**config.mk**
```make
export PLATFORM = sky130hd
export DESIGN_NAME = sorted_priority_queue_core
export DESIGN_NICKNAME = d
export VERILOG_FILES = /design/src/rtl/spq_pkg.sv /design/src/rtl/spq_cell.sv /design/src/rtl/sorted_priority_queue_core.sv
export VERILOG_INCLUDE_DIRS = /design/src /design/src/rtl
export SDC_FILE = /design/constraint.sdc
export NUM_CORES = 2
export LEC_CHECK = 0
export BUFFER_PORTS_ARGS = -buffer_cell sky130_fd_sc_hd__buf_2
export CAP_MARGIN = 20
export CORE_ASPECT_RATIO = 2
export CORE_UTILIZATION = 40
export CTS_BUF_LIST = sky130_fd_sc_hd__clkbuf_8
export DETAILED_ROUTE_END_ITERATION = 16
export PLACE_DENSITY = 0.59
export SLEW_MARGIN = 20
export SYNTH_ARGS = -nofsm -noshare
export SYNTH_HDL_FRONTEND = slang
export SYNTH_HIERARCHICAL = 1
export SYNTH_SLANG_ARGS = --single-unit
```
**constraint.sdc**
```tcl
create_clock -name clk -period 7.6 [get_ports clk]
set_clock_uncertainty 0.15 [all_clocks]
set_input_delay 0.76 -clock clk [delete_from_list [all_inputs] [get_ports clk]]
set_output_delay 0.76 -clock clk [all_outputs]
set_load 0.02 [all_outputs]
```
**src/rtl/sorted_priority_queue_core_assert.svh**
```systemverilog
// Assertion macros for the sorted priority queue core.
// Needs a clock named clk and an active-low reset named rst_n in scope.
`ifndef SORTED_PRIORITY_QUEUE_CORE_ASSERT_SVH
`define SORTED_PRIORITY_QUEUE_CORE_ASSERT_SVH

// check a property on every clock edge outside reset
`define SPQ_ASSERT(label, prop, msg) \
  label: assert property (@(posedge clk) disable iff (!rst_n) (prop)) else $error(msg);

// check a property on every clock edge, reset included
`define SPQ_ASSERT_ALWAYS(label, prop, msg) \
  label: assert property (@(posedge clk) (prop)) else $error(msg);

`endif

```
**src/rtl/spq_pkg.sv**
```systemverilog
// Shared types and codes for the sorted priority queue core.
// No dependencies; used by spq_cell and sorted_priority_queue_core.
package spq_pkg;

  localparam int ValueBits = 32;
  localparam int PrioFieldBits = 8;
  localparam int CountFieldBits = 5;

  typedef enum logic {
    OP_INSERT = 1'b0,
    OP_DELETE = 1'b1
  } op_t;

  typedef enum logic [1:0] {
    ST_DONE  = 2'd0,
    ST_EMPTY = 2'd1,
    ST_FULL  = 2'd2
  } status_t;

  typedef struct packed {
    op_t                           op;
    logic signed [ValueBits-1:0]   value;
    logic [PrioFieldBits-1:0]      priority_req;
  } in_word_t;

  typedef struct packed {
    status_t                       status;
    logic signed [ValueBits-1:0]   removed_value;
    logic signed [ValueBits-1:0]   front_value;
    logic [PrioFieldBits-1:0]      front_priority;
    logic signed [ValueBits-1:0]   rear_value;
    logic [CountFieldBits-1:0]     entry_count;
    logic                          is_empty;
  } out_word_t;

  typedef struct packed {
    logic                          ins;
    logic                          del;
    logic [ValueBits-1:0]          value;
    logic [PrioFieldBits-1:0]      pri;
  } cell_ctrl_t;

endpackage

```
**src/rtl/spq_cell.sv**
```systemverilog
// One slot of the sorted shift chain: holds a value and a priority.
// Depends on spq_pkg for the broadcast control word.
module spq_cell #(
  parameter int PW = 8
) (
  input  logic                          clk,
  input  logic                          occ,
  input  spq_pkg::cell_ctrl_t           ctrl,
  input  logic [spq_pkg::ValueBits-1:0] left_val,
  input  logic [PW-1:0]                 left_pri,
  input  logic                          left_gt,
  input  logic [spq_pkg::ValueBits-1:0] right_val,
  input  logic [PW-1:0]                 right_pri,
  output logic [spq_pkg::ValueBits-1:0] val,
  output logic [PW-1:0]                 pri,
  output logic                          gt
);

  logic [spq_pkg::ValueBits-1:0] val_r, val_nxt;
  logic [PW-1:0]                 pri_r, pri_nxt;

  assign gt  = !occ || (pri_r > ctrl.pri[PW-1:0]);
  assign val = val_r;
  assign pri = pri_r;

  always_comb begin
    val_nxt = val_r;
    pri_nxt = pri_r;
    if (ctrl.del) begin
      val_nxt = right_val;
      pri_nxt = right_pri;
    end else if (ctrl.ins) begin
      if (left_gt) begin
        val_nxt = left_val;
        pri_nxt = left_pri;
      end else if (gt) begin
        val_nxt = ctrl.value;
        pri_nxt = ctrl.pri[PW-1:0];
      end
    end
  end

  always_ff @(posedge clk) begin
    val_r <= val_nxt;
    pri_r <= pri_nxt;
  end

endmodule

```
**src/rtl/sorted_priority_queue_core.sv**
```systemverilog
// Sorted priority queue: a chain of CAPACITY slots kept in priority order.
// Channels: in_valid/in_stall/in_word carry one insert or delete per word;
// out_valid/out_stall/out_word carry one status word per accepted input word.
// Each word reports status, the removed value, the front entry, the rear
// value, the count and an empty flag as they stand after that word.
// All slots compare against the new priority at once and shift by one
// together, so a word is done in the cycle it is accepted and its
// result shows on out_word the next cycle.
// Throughput: one word per cycle while the output is taken; the result
// register holds one word, and a new input word is accepted in the same
// cycle that the held result leaves.
// out_stall high with a result waiting raises in_stall and holds out_word.
// Equal priorities leave in arrival order; inserts into a full queue are
// dropped with a full status, deletes on an empty queue give empty status.
// Reset (rst_n low, synchronous) empties the queue and drops any result.
// Depends on spq_pkg, spq_cell and sorted_priority_queue_core_assert.svh.
`include "sorted_priority_queue_core_assert.svh"

module sorted_priority_queue_core #(
  parameter int CAPACITY      = 16,
  parameter int PRIORITY_BITS = 8
) (
  input  logic               clk,
  input  logic               rst_n,
  input  logic               in_valid,
  output logic               in_stall,
  input  spq_pkg::in_word_t  in_word,
  output logic               out_valid,
  input  logic               out_stall,
  output spq_pkg::out_word_t out_word
);

  localparam int CW = $clog2(CAPACITY + 1);
  localparam int PW = (PRIORITY_BITS < spq_pkg::PrioFieldBits) ? PRIORITY_BITS
                                                                : spq_pkg::PrioFieldBits;
  localparam int VB = spq_pkg::ValueBits;

  logic                accept, full, empty, ins, del;
  spq_pkg::cell_ctrl_t ctrl;
  logic [VB-1:0]       val_w [CAPACITY];
  logic [PW-1:0]       pri_w [CAPACITY];
  logic [CAPACITY-1:0] gt_w, occ_w;
  logic                tail_ins;

  logic [CW-1:0]          count_r, count_nxt;
  logic                   out_valid_r, out_valid_nxt;
  spq_pkg::status_t       status_r, status_nxt;
  logic [VB-1:0]          removed_r, removed_nxt;
  logic [VB-1:0]          rear_r, rear_nxt;
  logic [CW+spq_pkg::CountFieldBits-1:0] count_ext;
  logic [PW+spq_pkg::PrioFieldBits-1:0]  front_pri_ext;

  assign in_stall = out_valid_r && out_stall;
  assign accept   = in_valid && !in_stall;
  assign full     = (count_r == CW'(CAPACITY));
  assign empty    = (count_r == '0);
  assign ins      = accept && (in_word.op == spq_pkg::OP_INSERT) && !full;
  assign del      = accept && (in_word.op == spq_pkg::OP_DELETE) && !empty;

  always_comb begin
    ctrl.ins   = ins;
    ctrl.del   = del;
    ctrl.value = in_word.value;
    ctrl.pri   = in_word.priority_req;
  end

  for (genvar i = 0; i < CAPACITY; i++) begin : g_cell
    logic [VB-1:0] lv, rv;
    logic [PW-1:0] lp, rp;
    logic          lg;

    assign occ_w[i] = (CW'(i) < count_r);

    if (i == 0) begin : g_head
      assign lv = '0;
      assign lp = '0;
      assign lg = 1'b0;
    end else begin : g_body
      assign lv = val_w[i-1];
      assign lp = pri_w[i-1];
      assign lg = gt_w[i-1];
    end

    if (i == CAPACITY - 1) begin : g_tail
      assign rv = '0;
      assign rp = '0;
    end else begin : g_inner
      assign rv = val_w[i+1];
      assign rp = pri_w[i+1];
    end

    spq_cell #(.PW(PW)) u_cell (
      .clk       (clk),
      .occ       (occ_w[i]),
      .ctrl      (ctrl),
      .left_val  (lv),
      .left_pri  (lp),
      .left_gt   (lg),
      .right_val (rv),
      .right_pri (rp),
      .val       (val_w[i]),
      .pri       (pri_w[i]),
      .gt        (gt_w[i])
    );
  end

  // the new entry lands at the rear when no occupied slot holds a larger priority value
  assign tail_ins = ~|(gt_w & occ_w);

  always_comb begin
    count_nxt     = count_r;
    rear_nxt      = rear_r;
    status_nxt    = status_r;
    removed_nxt   = removed_r;
    out_valid_nxt = out_valid_r && out_stall;
    if (accept) begin
      out_valid_nxt = 1'b1;
      removed_nxt   = '0;
      status_nxt    = spq_pkg::ST_DONE;
      if (in_word.op == spq_pkg::OP_INSERT) begin
        if (full) begin
          status_nxt = spq_pkg::ST_FULL;
        end else begin
          count_nxt = count_r + CW'(1);
          if (tail_ins) begin
            rear_nxt = in_word.value;
          end
        end
      end else begin
        if (empty) begin
          status_nxt = spq_pkg::ST_EMPTY;
        end else begin
          count_nxt   = count_r - CW'(1);
          removed_nxt = val_w[0];
        end
      end
    end
  end

  always_ff @(posedge clk) begin
    if (!rst_n) begin
      count_r     <= '0;
      out_valid_r <= 1'b0;
    end else begin
      count_r     <= count_nxt;
      out_valid_r <= out_valid_nxt;
    end
  end

  always_ff @(posedge clk) begin
    status_r  <= status_nxt;
    removed_r <= removed_nxt;
    rear_r    <= rear_nxt;
  end

  assign count_ext     = {{spq_pkg::CountFieldBits{1'b0}}, count_r};
  assign front_pri_ext = {{spq_pkg::PrioFieldBits{1'b0}}, pri_w[0]};

  always_comb begin
    out_word.status         = status_r;
    out_word.removed_value  = removed_r;
    out_word.front_value    = empty ? '0 : val_w[0];
    out_word.front_priority = empty ? '0 : front_pri_ext[spq_pkg::PrioFieldBits-1:0];
    out_word.rear_value     = empty ? '0 : rear_r;
    out_word.entry_count    = count_ext[spq_pkg::CountFieldBits-1:0];
    out_word.is_empty       = empty;
  end

  assign out_valid = out_valid_r;

  `SPQ_ASSERT_ALWAYS(a_count_bound, !rst_n || (count_r <= CW'(CAPACITY)),
    "count exceeds capacity")
  `SPQ_ASSERT(a_full_drop, rst_n && accept && (in_word.op == spq_pkg::OP_INSERT) && full |=>
    (status_r == spq_pkg::ST_FULL) && (count_r == CW'(CAPACITY)), "full insert not dropped")
  `SPQ_ASSERT(a_del_count, rst_n && del |=>
    (count_r == $past(count_r) - CW'(1)) && out_valid_r, "delete did not shrink count")
  `SPQ_ASSERT(a_sorted_head, (count_r >= CW'(2)) |-> (pri_w[0] <= pri_w[1]),
    "front slots out of order")

endmodule
```
Yosys cells after proc, flatten, opt, wreduce, memory -nomap -nowiden
Cells that the tools add are included.

storage, ports and cells
  output and inout port bits = 114
  word-level logic and storage cells = 288
  input bits = 45
  bits in registers = 712

cells by class
  mux-type cells = 132
  reductions and logical operators = 78
  equality and inequality tests = 3
  add/subtract/negate cells = 2
  bitwise logic cells = 4
  $lt $le $gt $ge = 32

operators by type and width
  cell                                                                          count
  32-bit two-way mux                                                            63
  8-bit two-way mux                                                             62
  8-bit greater-than comparator                                                 16
  3-bit nonzero test                                                            14
  4-bit by 5-bit less-than comparator with 1-bit output (first input constant)  8
  2-bit AND reduction                                                           16
  3-bit by 5-bit less-than comparator with 1-bit output (first input constant)  4
  1-bit zero test                                                               19
  16-bit bitwise AND                                                            1
  1-bit logical OR                                                              16
  16-bit OR reduction                                                           1
  5-bit two-way mux                                                             3
  1-bit by 5-bit less-than comparator with 1-bit output (first input constant)  2
  2-bit by 5-bit less-than comparator with 1-bit output (first input constant)  2
  1-bit logical AND                                                             6
  2-bit nonzero test                                                            3
  5-bit by 1-bit adder with 5-bit output (second input constant)                1
  5-bit equality test (second input constant)                                   1
  5-bit zero test                                                               1
  5-bit by 1-bit subtractor with 5-bit output (second input constant)           1
  2-bit two-way mux                                                             2
  2-bit != test (second input constant)                                         2
  4-bit AND reduction                                                           1
  1-bit NOT                                                                     3
  2 further kinds                                                               3

Longest topological paths before layout
  depth after elaboration = 7
  depth in mapped cells = 11
  mapped depth without buffers = 11

Modules after synthesis
The synthesis kept the hierarchy.

modules (own cells, without submodules)
  module                      cells each  seq. area each (um^2)  times used  area an instance (um^2)
  spq_cell                    209         1,201.2                16          2,285.9
  sorted_priority_queue_core  295         2,102.0                1           3,445.8

Worst setup path after synthesis
No wires, ideal clock.

  path type = in2reg
  start = input in_word[7] (netlist bit)
  end = register rear_r[0] (enable)
  slack = 1.087 ns
  path buffers = 0
  arrival time = 5.850 ns
  setup time = 0.513 ns
  cell stages on the path = 10
  required time = 6.937 ns
  path through = inv_1 ha_1 nand4_1 or3_1 o31ai_1 nand2_1 maj3_1 o221ai_1 nand4_1 nor4b_1

between the ends
  longest elaborated chain between the ends = 6
  elaborated cells between the ends (all ways) = 36
  classes of those cells = order compare: 16; bitwise: 2; reduce/logical: 18

RTL lines
  item                           RTL line                           source
  from (decl)                    sorted_priority_queue_core.sv:27   input spq_pkg::in_word_t in_word,
  8-bit greater-than comparator  spq_cell.sv:22                     assign gt = !occ || (pri_r > ctrl.pri[PW-1:0]);
  1-bit logical OR               spq_cell.sv:22
  via g_cell[9].lg               sorted_priority_queue_core.sv:70   logic lg;
  16-bit bitwise AND             sorted_priority_queue_core.sv:108  assign tail_ins = ~|(gt_w & occ_w);
  16-bit OR reduction            sorted_priority_queue_core.sv:108
  1-bit NOT (no line)            --
  4-bit AND reduction (no line)  --
  to (signal assigned)           sorted_priority_queue_core.sv:153  rear_r <= rear_nxt;
  to (decl)                      sorted_priority_queue_core.sv:49   logic [VB-1:0] rear_r, rear_nxt;

The timed path passes the listed nets, and every way through them passes these cells.
A chain may end at the register's enable or synchronous reset.

Final worst setup path
  start = input in_word[7] (netlist bit)
  end = register rear_r[10] (enable)

The elaborated chain is that of the path after synthesis.

==> flow_summary.yaml <==
global_routing:
  grt_pass1_vias: 30400
  grt_pass1_wl_mm: 180
  antenna_found_initial: 1
  grt_overflow_total: 0
  grtUsageTotal_pct: 23.7
  grt_max_degree: 260
power_and_ir_drop:
  irDropWorstVdd_mv: 0.148
  p_int_uw: 8050
  p_clk_share_pct: 24.3
  p_comb_share_pct: 27.3
  p_sw_uw: 4350
  p_sw_share_pct: 35.1
  pwr-share-seq_pct: 48.4
  p_leak_uw: 0.0192
  power_density_nw_per_um2: 284
synth:
  synth_top_area_share_pct: 53.0
  yosysSeqAreaShare_pct: 53.3
  synth.most_common_cell: "nand2_1"
  synth_ff_type: "edfxtp_1"
  synth_common_cells: "nand2_1 (734), edfxtp_1 (706), o21ai_0 (665)"
  synth.distinct_cells: 48
  synth_edf_count: 706
  ys_ff_latch: 712
  netlist_top_cells_area: "edfxtp_1 (53%), mux2i_1 (16%), o21ai_0 (8.3%), nand2_1 (6.9%), ha_1 (4.1%)"
  yosys.area.top_type: "edfxtp_1"
  avgSynthCellArea_sq_um: 11.0
  syn-instance-count: 3639
  async_reset_ff_share_pct: 0
  synth_area_sq_um: 40000
  synth_warnings: 6
worst_setup_path:
  cpMaxStageDelayCell: "maj3_1"
  critPathBufInv: 3
  r2r_slack_ns: 3.29
  start_kind: "primary input"
  timing.rr.end: "rear_r[10]"
  critPathMaxFanout: 32
  cp_data_arrival_time_ns: 4.70
  cp.required_ns: 7.88
  timing.rr.start: "g_cell[8].u_cell/pri[7]"
  crit_top_cell: "nand4_1"
  crit_type: "primary input to flop"
  path_cells: "buf_2 > inv_1 > ha_1 > nand4_1 > or3_1 > o31ai_1 > nand2_2 > maj3_1 > o221ai_1 > nand4_1 > nor4b_2 > buf_4"
  critPathTopFamily: "simple AND/OR/NAND/NOR gates"
  worst-path-stages: 12
  max_stage_delay_ns: 0.56
  critPathCaptureType: "flop"
  rr_worst_depth: 10
timing:
  worst_slew_pin_slew_ns: 0.992
  hold_viol: 0
  fin_crit_sh_pct: 58.2
  rsz0062_at_grt: "no"
  fmax_mhz: 226
  setup_tns_ns: 0
  slew_viol_final: 0
  holdWs_ns: 0.298
  slew_headroom_pct: 33.9
  min_period_ns: 4.42
  finalSetupViolations: 0
die:
  rows: 163
  die_x_um: 226
  core_sq_um: 98900
  ios: 159
  start_util_pct: 40.5
  dieHeight_um: 449
  die_area_sq_um: 101000
clock_network:
  root_buffer: "clkbuf_8"
  cts_tree: "done"
  cts_made_buffers: 104
  cts_buffer_depth: 3
  cts_setup_buffers: 0
  cts_resized: 0
  clock_latency_ns: 0.80
  cts.reportedPaths.clkPinSlew_ns: 0.06
  cts_hold_buf: 3
  cts_sinks: 712
  cts_max_level: 3
placement:
  gp_congestion: 0.836
  io_buffers: 158
  post-dp-hpwl_mm: 82.8
route:
  drt_pass1_iterations: 5
  route.vias.total: 28400
  wire_per_inst_um: 23.2
  ant_nets: 0
  drt_iter0_drc: 1858
  drc: 0
  drt-total-wl_mm: 121
  via_per_inst: 5.47
hold_path:
  hold_class: "primary input to flop"
  whs_path_depth: 1
  min_from: "in_word[31]"
  hold_end: "rear_r[23]"
final_layout:
  utilization_pct: 44.2
  area_delta_synth_final_pct: 9.29
  drive_gt1_share_pct: 10.0
  layout.nets: 3968
status:
  status: "finished clean"
job:
  maxCapViolCount: 0
==> kinds of logic after synthesis <==
| group | after synthesis | share of synthesized area (%) |
|---|---|---|
| adders and majority gates | 133 | 4.15 |
| muxes | 641 | 16.0 |
| xor gates and xnor gates | 3 | 0.0657 |
| AOI/OAI and AO/OA | 797 | 10.5 |
| buffers and inverters | 403 | 5.65 |
| and+or+nand+nor | 949 | 10.3 |
| other | 1 | 0.00937 |
| DFF | 712 | 53.3 |
==> sequential cells by signal, indices dropped and copies added (netlist names) <==
name	count
removed_r	32
status_r	2
out_valid	1
g_cell.u_cell/val	512
count_r	5
rear_r	32
g_cell.u_cell/pri	128
==> how the worst max path moves through the flow <==
stage	slack, ns	from	endpoint
final	3.18	in_word[7]	rear_r[10]
after CTS	3.20	count_r[1]	out_word[6]
after global placement	2.45	in_word[7]	rear_r[10]
after global routing	3.03	in_word[7]	rear_r[22]
after detailed placement	2.40	in_word[7]	rear_r[10]
after floorplan	1.09	in_word[7]	rear_r[0]
==> power groups by stage <==
stage          Clock [uW]  Combinational, uW  Sequential (uW)
4_1_cts              3100               3410             6010
2_1_floorplan           0               2470             5830
5_1_grt              3230               3730             6070
6_report             3020               3390             6000
3_3_place_gp            0               3330             6090
3_5_place_dp            0               3390             6090
==> cells in the final DEF, fill, tap and decap left out, types with 19 or more instances in the layout <==
master    count
and3_1       32
inv_1       190
buf_4        47
o21ai_0     665
nand2_1     719
nand2b_1     19
ha_1        132
conb_1       81
a21oi_1      36
edfxtp_1    706
clkbuf_8    104
o21bai_1     19
and2_1       74
clkinv_1     30
buf_2       158
mux2i_1     640
==> final cells by class <==
type,count,area [sq um]
sequential,712,21300
tap,1320,1650
fill,9559,55200
antenna,1,2.50
inverter,154,581
clock buffer,104,1430
multi-input combinational,2604,17000
timing repair buffer,215,1310
clock inverter,85,457
==> metal layers <==
layer  up-vias  global-route usage, %  share of wire (%)
li1      13400                      -                  -
met1     14000                   21.6                 33
met2       684                   47.5                 57
met3       352                   2.91                2.8
met4         0                   15.6                6.9
met5         -                      0                  0
==> stage by stage <==
| stage | area, sq um | worst slack (ns) | std cells | total power [uW] |
|---|---|---|---|---|
| after CTS | 43700 | 3.20 | 5194 | 12500 |
| after floorplan | 40300 | 1.09 | 3719 | 8300 |
| after global routing | 43700 | 3.03 | 5195 | 13000 |
| after global placement | 41800 | 2.45 | 5002 | 9420 |
| after detailed placement | 41800 | 2.40 | 5002 | 9480 |
| final | 43700 | 3.18 | 5195 | 12400 |
Note: power is estimated with default switching activity, not from simulation.
